[src/hw/rtl/rldr_pkg.sv]
`default_nettype none
// ---------------------------------------------------------------------------
// rldr_pkg
// Shared types and constants of the run-length decode and reverse unit.
// ---------------------------------------------------------------------------
package rldr_pkg;

    // Character codes used by the symbol classifier.
    localparam logic [7:0] CH_A = 8'h61;
    localparam logic [7:0] CH_Z = 8'h7A;
    localparam logic [7:0] CH_1 = 8'h31;
    localparam logic [7:0] CH_9 = 8'h39;

    typedef enum logic [1:0] {
        ST_OK        = 2'd0,
        ST_BAD_INPUT = 2'd1,
        ST_IN_LONG   = 2'd2,
        ST_OUT_LONG  = 2'd3
    } t_status;

    typedef struct packed {
        logic [7:0] symbol;
        logic       end_of_line;
    } t_in_item;

    typedef struct packed {
        logic [7:0] out_char;
        logic       char_valid;
        logic [1:0] status;
        logic       last;
    } t_out_item;

    // Controller to datapath.
    typedef struct packed {
        logic take;    // input transfer in this cycle
        logic expand;  // one buffer write step of a letter
        logic rd_en;   // read the buffer at the read pointer
        logic pop;     // output transfer in this cycle
    } t_cmd;

    // Datapath to controller.
    typedef struct packed {
        logic is_eol;        // the offered item closes the line
        logic start_expand;  // the offered symbol is a letter to be buffered
        logic has_chars;     // the offered end of line reports letters
        logic expand_done;   // the current write step is the final one
        logic last;          // the held result is the final one of the line
    } t_sts;

endpackage
`default_nettype wire

[src/hw/rtl/run_length_decode_reverse_unit.sv]
`default_nettype none
// ---------------------------------------------------------------------------
// run_length_decode_reverse_unit
// Run-length decoder that reports each line with its letters last-first.
// ---------------------------------------------------------------------------
// Usage:
//   Input channel (i_in_valid / o_in_ready / i_in_item) carries one symbol or
//   an end-of-line mark per transfer. Letters a-z are buffered once, a digit
//   1-9 repeats the following letter. Symbols cause no result.
//   Output channel (o_out_valid / i_out_ready / o_out_item) carries the
//   report of a line: if it has letters and no error, those letters in reverse
//   order, else one result with char_valid low and the line status; last marks the end.
// Timing:
//   A digit or a rejected symbol is simply taken; a letter repeated n times is
//   taken, then written in n steps, one buffer write per cycle. After an end of
//   line each letter passes a registered buffer read (S_READ), then the output
//   register (S_EMIT), so the first result is shown only after S_READ.
//   An error or empty report is shown in the cycle after the mark.
//   No input is taken while a line is being reported; a stalled receiver
//   simply holds the current result in the output register.
// Reset:
//   Synchronous, active low; clears all counters and errors. The letter
//   buffer is not cleared, as only entries written in the line are read.
// ---------------------------------------------------------------------------
module run_length_decode_reverse_unit #(
    parameter int IN_MAX  = 32,
    parameter int OUT_MAX = 64
) (
    input  wire                 i_clk,
    input  wire                 i_rst_n,
    input  wire                 i_in_valid,
    output logic                o_in_ready,
    input  rldr_pkg::t_in_item  i_in_item,
    output logic                o_out_valid,
    input  wire                 i_out_ready,
    output rldr_pkg::t_out_item o_out_item
);
    import rldr_pkg::*;

    t_cmd cmd;
    t_sts sts;

    rldr_ctrl u_ctrl (
        .i_clk       (i_clk),
        .i_rst_n     (i_rst_n),
        .i_in_valid  (i_in_valid),
        .o_in_ready  (o_in_ready),
        .o_out_valid (o_out_valid),
        .i_out_ready (i_out_ready),
        .i_sts       (sts),
        .o_cmd       (cmd)
    );

    rldr_dpath #(
        .IN_MAX  (IN_MAX),
        .OUT_MAX (OUT_MAX)
    ) u_dpath (
        .i_clk      (i_clk),
        .i_rst_n    (i_rst_n),
        .i_in_item  (i_in_item),
        .i_cmd      (cmd),
        .o_sts      (sts),
        .o_out_item (o_out_item)
    );

endmodule
`default_nettype wire

[src/hw/rtl/rldr_ctrl.sv]
`default_nettype none
// ---------------------------------------------------------------------------
// rldr_ctrl
// Sequencer: takes symbols, runs letter expansion, then reports the line.
// ---------------------------------------------------------------------------
module rldr_ctrl (
    input  wire             i_clk,
    input  wire             i_rst_n,
    input  wire             i_in_valid,
    output logic            o_in_ready,
    output logic            o_out_valid,
    input  wire             i_out_ready,
    input  rldr_pkg::t_sts  i_sts,
    output rldr_pkg::t_cmd  o_cmd
);
    import rldr_pkg::*;

    typedef enum logic [3:0] {
        S_IDLE   = 4'b0001,
        S_EXPAND = 4'b0010,
        S_READ   = 4'b0100,
        S_EMIT   = 4'b1000
    } t_state;

    t_state r_state;
    t_state n_state;

    always_comb begin
        n_state     = r_state;
        o_in_ready  = 1'b0;
        o_out_valid = 1'b0;
        o_cmd       = '0;
        unique case (r_state)
            S_IDLE: begin
                o_in_ready = 1'b1;
                o_cmd.take = i_in_valid;
                if (i_in_valid) begin
                    if (i_sts.is_eol) begin
                        n_state = i_sts.has_chars ? S_READ : S_EMIT;
                    end else if (i_sts.start_expand) begin
                        n_state = S_EXPAND;
                    end
                end
            end
            S_EXPAND: begin
                o_cmd.expand = 1'b1;
                if (i_sts.expand_done) begin
                    n_state = S_IDLE;
                end
            end
            S_READ: begin
                o_cmd.rd_en = 1'b1;
                n_state     = S_EMIT;
            end
            S_EMIT: begin
                o_out_valid = 1'b1;
                o_cmd.pop   = i_out_ready;
                if (i_out_ready) begin
                    n_state = i_sts.last ? S_IDLE : S_READ;
                end
            end
            default: begin
                n_state = S_IDLE;
            end
        endcase
    end

    always_ff @(posedge i_clk) begin
        if (!i_rst_n) begin
            r_state <= S_IDLE;
        end else begin
            r_state <= n_state;
        end
    end

endmodule
`default_nettype wire

[src/hw/rtl/rldr_dpath.sv]
`default_nettype none
// ---------------------------------------------------------------------------
// rldr_dpath
// Symbol checks, line counters, letter buffer and the result register.
// ---------------------------------------------------------------------------
module rldr_dpath #(
    parameter int IN_MAX  = 32,
    parameter int OUT_MAX = 64
) (
    input  wire                 i_clk,
    input  wire                 i_rst_n,
    input  rldr_pkg::t_in_item  i_in_item,
    input  rldr_pkg::t_cmd      i_cmd,
    output rldr_pkg::t_sts      o_sts,
    output rldr_pkg::t_out_item o_out_item
);
    import rldr_pkg::*;

    localparam int ICW = $clog2(IN_MAX + 1);
    localparam int OCW = $clog2(OUT_MAX + 1);
    localparam int AW  = (OUT_MAX > 1) ? $clog2(OUT_MAX) : 1;
    localparam logic [ICW-1:0] IN_LIMIT  = ICW'(IN_MAX);
    localparam logic [OCW-1:0] OUT_LIMIT = OCW'(OUT_MAX);

    logic [7:0]     r_mem [OUT_MAX];
    logic [ICW-1:0] r_in_count, n_in_count;
    logic [OCW-1:0] r_out_count, n_out_count;
    logic [3:0]     r_pending, n_pending;
    t_status        r_read_err, n_read_err;
    t_status        r_expand_err, n_expand_err;
    logic [3:0]     r_rep, n_rep;
    logic [7:0]     r_letter;
    t_status        r_status, n_status;
    logic           r_chars, n_chars;
    logic [AW-1:0]  r_rd_idx, n_rd_idx;
    logic [7:0]     r_rd_data;

    logic           is_letter;
    logic           is_digit;
    logic           in_full;
    logic           wr_en;
    t_status        read_fin;
    t_status        expand_fin;
    t_status        line_status;

    assign is_letter = (i_in_item.symbol >= CH_A) && (i_in_item.symbol <= CH_Z);
    assign is_digit  = (i_in_item.symbol >= CH_1) && (i_in_item.symbol <= CH_9);
    assign in_full   = (r_in_count >= IN_LIMIT);

    // Status at end of line: read errors win, then expansion errors.
    assign read_fin    = (r_read_err != ST_OK) ? r_read_err
                       : (in_full ? ST_IN_LONG : ST_OK);
    assign expand_fin  = (r_expand_err != ST_OK) ? r_expand_err
                       : ((r_pending != 4'd0) ? ST_BAD_INPUT : ST_OK);
    assign line_status = (read_fin != ST_OK) ? read_fin : expand_fin;

    assign wr_en = i_cmd.expand && (r_expand_err == ST_OK) && (r_out_count < OUT_LIMIT);

    always_comb begin
        o_sts.is_eol       = i_in_item.end_of_line;
        o_sts.start_expand = !i_in_item.end_of_line && (r_read_err == ST_OK) && !in_full
                           && is_letter && (r_expand_err == ST_OK);
        o_sts.has_chars    = (line_status == ST_OK) && (r_out_count != '0);
        o_sts.expand_done  = (r_rep == 4'd1);
        o_sts.last         = !r_chars || (r_rd_idx == '0);
    end

    always_comb begin
        n_in_count   = r_in_count;
        n_out_count  = r_out_count;
        n_pending    = r_pending;
        n_read_err   = r_read_err;
        n_expand_err = r_expand_err;
        n_rep        = r_rep;
        n_status     = r_status;
        n_chars      = r_chars;
        n_rd_idx     = r_rd_idx;
        if (i_cmd.take && i_in_item.end_of_line) begin
            // Latch the report and clear the line; the buffer keeps its letters.
            n_status     = line_status;
            n_chars      = o_sts.has_chars;
            n_rd_idx     = AW'(r_out_count - OCW'(1));
            n_in_count   = '0;
            n_out_count  = '0;
            n_pending    = 4'd0;
            n_read_err   = ST_OK;
            n_expand_err = ST_OK;
        end else if (i_cmd.take && (r_read_err == ST_OK)) begin
            if (in_full) begin
                n_read_err = ST_IN_LONG;
            end else if (!is_letter && !is_digit) begin
                n_read_err = ST_BAD_INPUT;
            end else begin
                n_in_count = r_in_count + ICW'(1);
                if (r_expand_err == ST_OK) begin
                    if (is_digit) begin
                        if (r_pending != 4'd0) begin
                            n_expand_err = ST_BAD_INPUT;
                        end else begin
                            n_pending = i_in_item.symbol[3:0];
                        end
                    end else begin
                        n_rep     = (r_pending != 4'd0) ? r_pending : 4'd1;
                        n_pending = 4'd0;
                    end
                end
            end
        end
        if (i_cmd.expand) begin
            n_rep = r_rep - 4'd1;
            if (wr_en) begin
                n_out_count = r_out_count + OCW'(1);
            end else if (r_expand_err == ST_OK) begin
                n_expand_err = ST_OUT_LONG;
            end
        end
        if (i_cmd.pop && r_chars && (r_rd_idx != '0)) begin
            n_rd_idx = r_rd_idx - AW'(1);
        end
    end

    always_ff @(posedge i_clk) begin
        if (!i_rst_n) begin
            r_in_count   <= '0;
            r_out_count  <= '0;
            r_pending    <= 4'd0;
            r_read_err   <= ST_OK;
            r_expand_err <= ST_OK;
            r_rep        <= 4'd0;
            r_status     <= ST_OK;
            r_chars      <= 1'b0;
            r_rd_idx     <= '0;
        end else begin
            r_in_count   <= n_in_count;
            r_out_count  <= n_out_count;
            r_pending    <= n_pending;
            r_read_err   <= n_read_err;
            r_expand_err <= n_expand_err;
            r_rep        <= n_rep;
            r_status     <= n_status;
            r_chars      <= n_chars;
            r_rd_idx     <= n_rd_idx;
        end
    end

    always_ff @(posedge i_clk) begin
        if (i_cmd.take && o_sts.start_expand) begin
            r_letter <= i_in_item.symbol;
        end
    end

    // Letter buffer: one write port for expansion, one registered read port.
    always_ff @(posedge i_clk) begin
        if (wr_en) begin
            r_mem[r_out_count[AW-1:0]] <= r_letter;
        end
        if (i_cmd.rd_en) begin
            r_rd_data <= r_mem[r_rd_idx];
        end
    end

    always_comb begin
        o_out_item.out_char   = r_chars ? r_rd_data : 8'd0;
        o_out_item.char_valid = r_chars;
        o_out_item.status     = r_status;
        o_out_item.last       = o_sts.last;
    end

endmodule
`default_nettype wire
[config.mk]
export PLATFORM = sky130hd
export DESIGN_NAME = run_length_decode_reverse_unit
export DESIGN_NICKNAME = d
export VERILOG_FILES = /design/src/hw/rtl/rldr_pkg.sv /design/src/hw/rtl/run_length_decode_reverse_unit.sv /design/src/hw/rtl/rldr_ctrl.sv /design/src/hw/rtl/rldr_dpath.sv
export SDC_FILE = /design/constraint.sdc
export NUM_CORES = 1
export LEC_CHECK = 0
export ABC_CLOCK_PERIOD_IN_PS = 8350
export BUFFER_PORTS_ARGS = -buffer_cell sky130_fd_sc_hd__buf_2
export CAP_MARGIN = 20
export CORE_UTILIZATION = 55
export CTS_BUF_LIST = sky130_fd_sc_hd__clkbuf_8
export CTS_CLUSTER_DIAMETER = 40
export DETAILED_ROUTE_END_ITERATION = 6
export PLACE_DENSITY = 0.71
export SLEW_MARGIN = 20
export SYNTH_ARGS = -nofsm -noshare
export SYNTH_HDL_FRONTEND = slang
export SYNTH_HIERARCHICAL = 1
export SYNTH_SLANG_ARGS = --single-unit
[constraint.sdc]
create_clock -name i_clk -period 8.35 [get_ports i_clk]
set_input_delay 1.67 -clock i_clk [delete_from_list [all_inputs] [get_ports i_clk]]
set_output_delay 1.67 -clock i_clk [all_outputs]
set_load 0.05 [all_outputs]
==> results of run 1 <==
## state kept, by name, summed over array words and instances, names as in the netlist, 4 cells and up
signal	flops
u_dpath/r_mem	512
u_dpath/r_letter	8
u_dpath/r_rd_data	8
u_dpath/r_out_count	7
u_dpath/r_in_count	6
u_dpath/r_rd_idx	6
u_ctrl/r_state	4
u_dpath/r_pending	4
u_dpath/r_rep	4
## logic make-up (layout without fill, tap and decap cells)
group	count (synthesis)	count (layout)
AOI/OAI and AO/OA	145	145
xor gates and xnor gates	6	6
adders and majority gates	7	7
buffers and inverters	89	222
DFF	566	566
muxes	178	178
and+or+nand+nor	259	259
## worst paths after layout
path | cells past startpoint | endpoint | slack, ns
worst max register to register | 5 | u_dpath/r_mem[7][3] | 4.41
worst min-delay path | 2 | u_dpath/r_pending[0] | 0.49
worst max-delay path | 4 | o_out_item[0] | 4.33
worst min register to register | 2 | u_dpath/r_pending[0] | 0.49
## cell usage in the layout, fill, tap and decap left out, types with 7 or more instances in the layout
cell and n:
buf_4 21, o21ai_0 19, nor3_1 12, a21oi_1 38, nor2_1 112, clkinv_1 13, a32o_1 7, a22oi_1 19
inv_1 50, dfxtp_1 35, buf_2 26, o22ai_1 7, edfxtp_1 528, o221ai_1 12, and2_1 15, nand3_1 15
mux2_2 11, nand2_1 51, mux4_2 106, mux2i_1 56, clkbuf_8 94, ha_1 7, clkinv_2 10
## area by class of cell
type | instances | area share, %
flip-flops and latches | 566 | 66.8
clock inverters | 64 | 1.32
repair buffers | 47 | 1.16
clock buffers | 94 | 5.20
inverters | 17 | 0.256
well taps | 532 | 2.67
multi-input cells | 595 | 22.6
## per-layer routing
layer  vias to the layer above  track usage [%]  share of wire [%]
li1                       5176                -                  -
met1                      6193             34.4                 40
met2                       582             39.7                 48
met3                        79             5.66                9.1
met4                         0             8.36                2.4
met5                         -                0                  0
## power by group through the flow
stage / clock [mW] / sequential (mW) / combinational (mW)
2_1_floorplan: 0 / 3.15 / 0.401
3_3_place_gp: 0 / 3.16 / 0.548
3_5_place_dp: 0 / 3.16 / 0.553
4_1_cts: 2.18 / 3.11 / 0.555
5_1_grt: 2.29 / 3.10 / 0.587
6_report: 2.13 / 3.10 / 0.559
## stage by stage
step                cell area [sq um]  instances
finish                          24900       1915
global route                    24900       1915
CTS                             24900       1915
detailed placement              23300       1757
global placement                23300       1757
floorplan                       22700       1250
## worst max-delay path: cells and delay by family, from the launching register on
| family | cells | cell delay, ns |
|---|---|---|
| buf+inv | 1 | 0.29 |
| flops | 1 | 0.53 |
| simple gates | 3 | 0.89 |
==> key figures, run 1 <==
Status
  • Outcome: finished clean

Drt
  • Drt via density: 6.28
  • Vias: 12.0k
  • WL/cell: 26.7 um
  • Routed wire length: 51100 um
  • DRT Pass-1 Iters: 5
  • DR iter-0 viols: 1354
  • DRC Markers: 0
  • Routed Antenna Nets: 0

Flow run
  • Max-capacitance violation count: 0

Clock network
  • Clock Latency Late Sink: 0.64 ns
  • Post-cts gate resize count: 0
  • Clock sinks: 566
  • CTS clock-pin slew for the worst setup and hold paths: 0.06 ns
  • Num CTS Buffers: 90
  • H-Tree Depth: 3
  • Root buffer cell: clkbuf_8
  • Max Root-Sink Buffers: 3
  • Post-CTS Hold Buffers: 0
  • Setup bufs post-CTS: 0
  • CTS tree: yes

Place
  • Placer Congestion: 0.825
  • HPWL after DPL: 30400 um
  • Setup WS pre-CTS: 4.43 ns
  • Port Buf Inserts: 26

STA
  • Worst Hold Slack: 0.486 ns
  • Unrepaired setup endpoints after global routing: false
  • Setup TNS: 0 ns
  • Fmax: 249 MHz
  • Slew Limit Fails: 0
  • Final worst setup slack: 4.33 ns
  • Crit share post-route: 48.2%
  • Worst slew pin tran: 1.09 ns
  • Worst slew margin: 27.1%
  • Final setup viols: 0
  • Tmin final: 4.02 ns
  • Fin. Hold Viols: 0
  • Clock skew: 0.0295 ns

Synthesis
  • Synth Warn #: 6
  • Most used DFF post-synth: edfxtp_1
  • Area leader, netlist: edfxtp_1
  • #FFs+latches synth: 566
  • Proportion of synthesized area in mux cells: 14.1%
  • Synth Area in Compound Gates: 4.42%
  • Post-synthesis simple-gate area fraction: 5.69%
  • Mapped Avg Cell Area: 18.1 sq um
  • Largest family of logic cells by synthesized area: multiplexers
  • Post-synth EDFFs: 528
  • Synth cell count leaders: 528 x edfxtp_1, 113 x nor2_1, 106 x mux4_2
  • Most common cell in the synthesized netlist: edfxtp_1
  • Leading post-synthesis cells by cell area: edfxtp_1 70%, mux4_2 11%, dfxtp_1 3.4%, mux2i_1 2.5%, nor2_1 1.9%
  • Area share of xor/xnor cells in the synthesized design: 0.232%
  • Post-synthesis adder-cell area fraction: 0.386%
  • Syn Nets: 1270
  • Register area share after synthesis: 73.3%
  • Synth async-reset ratio: 0%
  • Cells after Synth: 1250
  • Synth Cell Area: 22700 sq um
  • Top-area cell type share of the netlist area: 70.0%
  • Synth cell types: 75

Power and ir drop
  • Design Power: 5.80 mW
  • PwrDens: 233 nW/um^2
  • Psw: 1.39 mW
  • Flop pwr share: 53.5%
  • Clock Power Share: 36.8%
  • Static leakage: 7.86 nW
  • Power Internal: 4.41 mW
  • Switching share of total power: 23.9%
  • Comb pwr share: 9.6%
  • Max rail drop VDD: 0.110 mV

Worst setup path
  • Slowest cell on the critical path: nor4_2
  • CP required: 6.68 ns
  • CP cell instances: nor4_2 -> nand2_1 -> nand2_1 -> buf_2
  • CP max FO: 37
  • CP Class: register to primary output
  • Worst Setup SP: u_dpath/r_rd_idx[1]
  • Crit. End Element: primary output
  • Max stage delay on crit path: 0.60 ns
  • CP dominant cell by count: nand2_1
  • Critical Path AT: 2.35 ns
  • R2r startpoint: u_ctrl/r_state[0]
  • Crit start category: register

Global route
  • Antenna violations before repair: 0
  • Vias in the first global route: 12.0k
  • Largest net degree at the start of global routing: 65
  • First-pass GRT wire length: 75900 um
  • GRT overflow: 0
  • Total track usage: 25.0%

Floorplanning
  • Die area: 42000 sq um
  • # rows: 74
  • Core Region: 40700 sq um
  • Starting Density: 55.6%
  • Width of the die: 205 um
  • IO Count: 27
  • Die Y: 205 um

Min path
  • Hold Startpoint: u_dpath/r_pending[0]
  • Hold crit path type: register to register

Layout
  • Area of the multi-input gates: 5640 sq um
  • Nets@finish: 1337
  • Final core occ: 61.1%
  • N_diodes: 0
  • FILL cells: 2929
  • Layout cells sized above 1: 21.8%
  • Area growth from synthesis to layout: 9.87%
  • Reg area: 16600 sq um
Power figures use the tool's default switching activity.
==> run 2: changes to the inputs <==
Settings changed: ABC_CLOCK_PERIOD_IN_PS 8350 to 3600, PLACE_DENSITY 0.71 to 0.74.
Clock period 8.35 ns to 3.6 ns, I/O delays scaled along.
==> run 2 against run 1 <==
  * Utilization rose by 1.6 points
  * Critical path type is now register to register
  * Critical path depth rose by 2
  * Via count rose by 2.1%
  * Combinational power rose by 130%
  * Cell count rose by 4.4%
  * Setup slack got worse by 4.1 ns
  * Highest routed layer unchanged
==> key figures, run 2 (synthesized netlist as in run 1, its figures left out) <==
Place
  • Placer Congestion: 0.839 (+1.7%)
  • HPWL after DPL: 32000 um (+5.2%)
  • Port Buf Inserts: 26 (unchanged)
  • Area after DPL: 24000 sq um (+2.9%)

Layout
  • Layout cells sized above 1: 26.6% (+4.8 points)
  • Area growth from synthesis to layout: 12.8%
  • Most common cell after layout, fill and taps aside: edfxtp_1
  • FILL cells: 2817 (-3.8%)
  • Final core occ: 62.7% (+1.6 points)
  • Nets@finish: 1422 (+6.4%)
  • Max reg flops: 512 (unchanged)
  • Most frequent cells in the layout: 528 x edfxtp_1, 113 x nor2_1, 106 x buf_4, 106 x mux4_2, 89 x clkbuf_8
  • Final Instance Area: 25600 sq um (+2.6%)

STA
  • Slew Limit Fails: 0 (unchanged)
  • Fin. Hold Viols: 0 (unchanged)
  • Worst slew margin: 24.6% (-2.5 points)
  • Setup TNS: 0 ns (unchanged)
  • Unrepaired setup endpoints after global routing: false
  • Crit share post-route: 94.0%
  • Fmax: 296 MHz
  • Tmin final: 3.38 ns
  • Worst Hold Slack: 0.290 ns (-0.196 ns)
  • Clock skew: 0.0191 ns (-0.0104 ns)
  • Final setup viols: 0 (unchanged)
  • Worst slew pin tran: 1.10 ns (+0.0101 ns)

Worst setup path
  • RR Endpoint: u_dpath/r_rd_data[5]
  • Critical Path AT: 3.72 ns (+1.37 ns)
  • Flop2flop setup slack: 0.22 ns (-4.19 ns)
  • CP max FO: 29 (-22%)
  • CP Class: register to register
  • Crit. End Element: register
  • CP required: 3.94 ns (-2.74 ns)
  • Worst r2r path cells: 6 (+1)
  • Crit start category: register
  • Worst Setup SP: u_dpath/r_rd_idx[0]
  • R2r startpoint: u_dpath/r_rd_idx[0]

Global route
  • Total track usage: 25.0% (-0.048 points)
  • GRT overflow: 0 (unchanged)
  • Antenna violations before repair: 2 (+2)
  • First-pass GRT wire length: 75500 um (-0.54%)
  • Met1 usage: 34.1% (-0.32 points)
  • Largest net degree at the start of global routing: 65 (unchanged)
  • Vias in the first global route: 12.3k (+2.2%)
  • GR peak layer: met2
  • Grt met3 use: 6.71% (+1.0 points)
  • GR Util met2: 38.6% (-1.1 points)

Clock network
  • CTS tree: yes
  • Post-cts gate resize count: 0 (unchanged)
  • Clock sinks: 566 (unchanged)
  • Max Root-Sink Buffers: 3 (unchanged)
  • Num CTS Buffers: 88 (-2.2%)
  • Root buffer cell: clkbuf_8
  • Clock Latency Late Sink: 0.64 ns (about the same)
  • Setup bufs post-CTS: 0 (unchanged)
  • H-Tree Depth: 3 (unchanged)
  • Post-CTS Hold Buffers: 0 (unchanged)
  • CTS clock-pin slew for the worst setup and hold paths: 0.06 ns (about the same)

Drt
  • Routed Antenna Nets: 0 (unchanged)
  • WL/cell: 25.4 um (-4.7%)
  • DRT Pass-1 Iters: 5 (unchanged)
  • DR iter-0 viols: 1386 (+2.4%)
  • Routed wire length: 50800 um (-0.51%)
  • DRC Markers: 0 (unchanged)
  • Vias: 12.3k (+2.1%)
  • Drt via density: 6.15 (-2.2%)

Floorplanning
  • Width of the die: 205 um (unchanged)
  • Starting Density: 55.6% (unchanged)
  • Die Y: 205 um (unchanged)
  • # rows: 74 (unchanged)
  • Core Region: 40700 sq um (unchanged)
  • IO Count: 27 (unchanged)
  • Die area: 42000 sq um (unchanged)

Power and ir drop
  • Static leakage: 8.29 nW (+5.5%)
  • PwrDens: 527 nW/um^2 (+130%)
  • Design Power: 13.5 mW (+130%)
  • Max rail drop VDD: 0.255 mV (+130%)

Flow run
  • Max-capacitance violation count: 0 (unchanged)

Min path
  • Hold Path Stages: 1 (-1)
  • Hold Startpoint: i_in_item[8]
  • Worst hold path endpoint: u_dpath/r_letter[7]
  • Hold crit path type: input pin to register

Status
  • Outcome: finished clean
-- run 2: layout make-up --
cell class / instances / area [sq um] / share of cell area, %
Tap cell: 532 / 666 / 2.60
Clock buffer: 89 / 1220 / 4.79
Multi-Input combinational cell: 595 / 5640 / 22.0
Inverter: 17 / 63.8 / 0.250
Antenna cell: 1 / 2.50 / 0.00979
Clock inverter: 65 / 382 / 1.49
Sequential cell: 566 / 16600 / 65.0
Timing Repair Buffer: 134 / 961 / 3.76
-- run 2: layer usage --
layer	wire (um)	part of all wire, %
met1	20300	40
met2	23900	47
met3	5080	10
met4	1600	3.1
met5	0	0
-- run 2: per-stage QoR --
step / setup WS [ns] / cells
final: 0.217 / 1999
after CTS: 0.282 / 1998
after detailed placement: 0.308 / 1844
after floorplan: 0.567 / 1250
after global routing: 0.0272 / 1998
after global placement: 0.426 / 1843
-- run 2: worst max path at each step --
stage                            to  slack [ns]
2_1_floorplan   u_dpath/r_rd_idx[4]        0.57
3_3_place_gp   u_dpath/r_rd_data[5]        0.43
3_5_place_dp   u_dpath/r_rd_data[5]        0.31
4_1_cts        u_dpath/r_rd_data[5]        0.28
5_1_grt        u_dpath/r_rd_data[5]        0.03
6_report       u_dpath/r_rd_data[5]        0.22
-- run 2: worst max-delay path, cell delays in order, from the launching register on --
cell and delay (ns):
dfxtp_4 0.66, buf_4 0.57, mux4_2 0.60, mux2i_1 0.14, nor2_1 0.06, a2111oi_0 0.92
nor3_1 0.10
-- run 2: power by group --
group	internal, mW	total (mW)	switching [mW]
Combinational	0.555	1.27	0.717
Sequential	7.14	7.23	0.0912
Clock	2.53	4.96	2.43
Total	10.2	13.5	3.24
==> run 3: changes to the inputs <==
Settings changed: SYNTH_HIERARCHICAL 1 to default.
==> run 3 against run 2 <==
  * Sequential power is 1% higher
  * Combinational power is 58% higher
  * Register-to-register slack better by 0.51 ns
  * Critical path depth is 3 lower
==> key figures, run 3 <==
Status
  • Outcome: finished clean

Worst setup path
  • CP cell instances: or3_1 -> o21ai_0 -> buf_2
  • Crit start category: register
  • Bufs and invs on worst path: 1 (unchanged)
  • Critical Path AT: 2.43 ns (-1.29 ns)
  • CP required: 2.88 ns (-1.06 ns)
  • CP max FO: 35 (+21%)
  • Crit. End Element: primary output
  • Max stage delay on crit path: 0.54 ns (-0.38 ns)
  • CP Class: register to primary output
  • Cell family with most CP delay: flip-flops
  • Slowest cell on the critical path: dfxtp_4

Synthesis
  • Mapped Avg Cell Area: 18.8 sq um (+3.9%)
  • Synth cell types: 67 (-11%)
  • Synth Warn #: 0 (-6)
  • Synth Cell Area: 22500 sq um (-0.77%)
  • Most common cell in the synthesized netlist: edfxtp_1
  • Top-area cell type share of the netlist area: 70.5% (+0.54 points)
  • Most used DFF post-synth: edfxtp_1
  • Register area share after synthesis: 73.9% (+0.57 points)
  • #FFs+latches synth: 566 (unchanged)
  • Area leader, netlist: edfxtp_1
  • Leading post-synthesis cells by cell area: edfxtp_1 70%, mux4_2 14%, dfxtp_1 3.4%, nor2_1 1.9%, nand2_1 1.0%
  • Syn Nets: 1214 (-4.4%)
  • Synth cell count leaders: 528 x edfxtp_1, 136 x mux4_2, 115 x nor2_1
  • Cells after Synth: 1194 (-4.5%)
  • Synth async-reset ratio: 0% (unchanged)
  • Post-synth EDFFs: 528 (unchanged)

Min path
  • Hold crit path type: input pin to register

Drt
  • Routed Antenna Nets: 0 (unchanged)
  • Routed wire length: 50200 um (-1.2%)
  • Drt via density: 6.26 (+1.9%)
  • DRT Pass-1 Iters: 6 (+1)
  • WL/cell: 26.3 um (+3.5%)
  • DRC Markers: 0 (unchanged)
  • Vias: 11.9k (-2.7%)
  • DR iter-0 viols: 1281 (-7.6%)

Place
  • Placer Congestion: 0.864 (+3.0%)
  • Port Buf Inserts: 26 (unchanged)
  • HPWL after DPL: 31100 um (-2.6%)

Global route
  • GRT overflow: 0 (unchanged)
  • First-pass GRT wire length: 74800 um (-0.91%)
  • GR peak layer: met2
  • Largest net degree at the start of global routing: 65 (unchanged)
  • Met1 usage: 35.0% (+0.86 points)
  • Vias in the first global route: 12.0k (-2.7%)
  • Grt met3 use: 5.85% (-0.86 points)
  • Antenna violations before repair: 1 (-1)
  • Total track usage: 24.9% (-0.046 points)
  • GR Util met2: 38.9% (+0.26 points)

Floorplanning
  • IO Count: 27 (unchanged)
  • Die Y: 204 um (-0.38%)
  • Width of the die: 204 um (-0.38%)
  • # rows: 73 (-1.4%)
  • Starting Density: 56.2% (+0.58 points)
  • Die area: 41700 sq um (-0.76%)
  • Core Region: 40000 sq um (-1.8%)

STA
  • Unrepaired setup endpoints after global routing: false
  • Crit share post-route: 87.5% (-6.4 points)
  • Clock skew: 0.0319 ns (+0.0128 ns)
  • Worst slew margin: 35.4% (+11 points)
  • Worst slew pin tran: 0.966 ns (-0.137 ns)
  • Fmax: 317 MHz (+7.4%)
  • Setup TNS: 0 ns (unchanged)
  • Final setup viols: 0 (unchanged)
  • Fin. Hold Viols: 0 (unchanged)
  • Slew Limit Fails: 0 (unchanged)
  • Worst Hold Slack: 0.294 ns (+0.00432 ns)
  • Tmin final: 3.15 ns (-0.232 ns)

Clock network
  • Post-cts gate resize count: 0 (unchanged)
  • Clock sinks: 566 (unchanged)
  • Max Root-Sink Buffers: 3 (unchanged)
  • Post-CTS Hold Buffers: 0 (unchanged)
  • Setup bufs post-CTS: 0 (unchanged)
  • Clock Latency Late Sink: 0.65 ns (about the same)
  • H-Tree Depth: 3 (unchanged)
  • Root buffer cell: clkbuf_8
  • Num CTS Buffers: 88 (unchanged)
  • CTS clock-pin slew for the worst setup and hold paths: 0.06 ns (about the same)
  • CTS tree: yes

Layout
  • Area growth from synthesis to layout: 11.6%
  • N_diodes: 0 (-1)
  • Layout cells sized above 1: 26.7% (+0.059 points)
  • Most common cell after layout, fill and taps aside: edfxtp_1
  • Most frequent cells in the layout: 528 x edfxtp_1, 136 x mux4_2, 115 x nor2_1
  • Max reg flops: 512 (unchanged)
  • Nets@finish: 1332 (-6.3%)

Power and ir drop
  • Static leakage: 7.92 nW (-4.4%)
  • Max rail drop VDD: 0.291 mV (+14%)
  • PwrDens: 574 nW/um^2 (+9.0%)

Flow run
  • Max-capacitance violation count: 0 (unchanged)
## run 3: cell count changes after synthesis, sizes merged, moves of 10 or more
cell,change
mux2,-10
mux2i,-41
mux4,+25
a22oi,-13
a21oi,-18
nand2,+10
## run 3: path summary, 6_finish.rpt
check,startpoint,endpoint,slack [ns],cells past startpoint
hold / removal,i_in_item[7],u_dpath.r_letter[6],0.29,1
setup reg to reg,u_dpath.r_rd_idx[0],u_dpath.r_rd_data[4],0.73,5
setup / recovery,u_dpath.r_rd_idx[0],o_out_item[0],0.45,3
hold reg to reg,u_dpath.r_status[0],u_dpath.r_status[0],0.49,2
## run 3: layout make-up
cell class,instances,area (sq um)
Inverter,12,45.0
Clock buffer,90,1240
Timing Repair Buffer,91,643
Sequential cell,566,16600
Fill cell,2748,14900
Clock inverter,72,417
Multi-Input combinational cell,553,5490
Tap cell,525,657
## run 3: metrics by stage
step,util (%),power [mW],area (sq um),std cells,setup WS [ns]
2_1_floorplan,-,8.91,22500,1194,1.07
3_3_place_gp,58.6,9.44,23500,1747,0.725
3_5_place_dp,58.6,9.48,23500,1747,0.691
4_1_cts,62.8,14.5,25100,1909,0.421
5_1_grt,62.8,14.9,25100,1909,0.320
6_report,62.8,14.4,25100,1909,0.449
## run 3: per-layer routing
layer	wire, um	share of wire (%)	vias up
met5	9	0.018	-
met2	24300	48	602
li1	-	-	5096
met4	1370	2.7	2
met3	4660	9.3	99
met1	19900	40	6150
## run 3: power by group
group | internal [mW] | total [mW] | switching [mW] | leakage (nW)
Combinational | 0.905 | 2.01 | 1.11 | 1.96
Sequential | 7.19 | 7.33 | 0.146 | 5.05
Clock | 2.57 | 5.07 | 2.50 | 0.909
Total | 10.7 | 14.4 | 3.75 | 7.92
## run 3: logic make-up (layout without fill, tap and decap cells)
logic type	after synthesis	count (layout)	share of synthesized area [%]
multiplexers	152	152	14.3
adder cells (fa/ha/maj)	7	7	0.389
flip-flops	566	566	73.9
AND/OR/NAND/NOR	274	274	5.85
AO/OA/AOI/OAI	112	112	3.48
buffers and inverters	75	265	1.76
XOR/XNOR	8	8	0.312
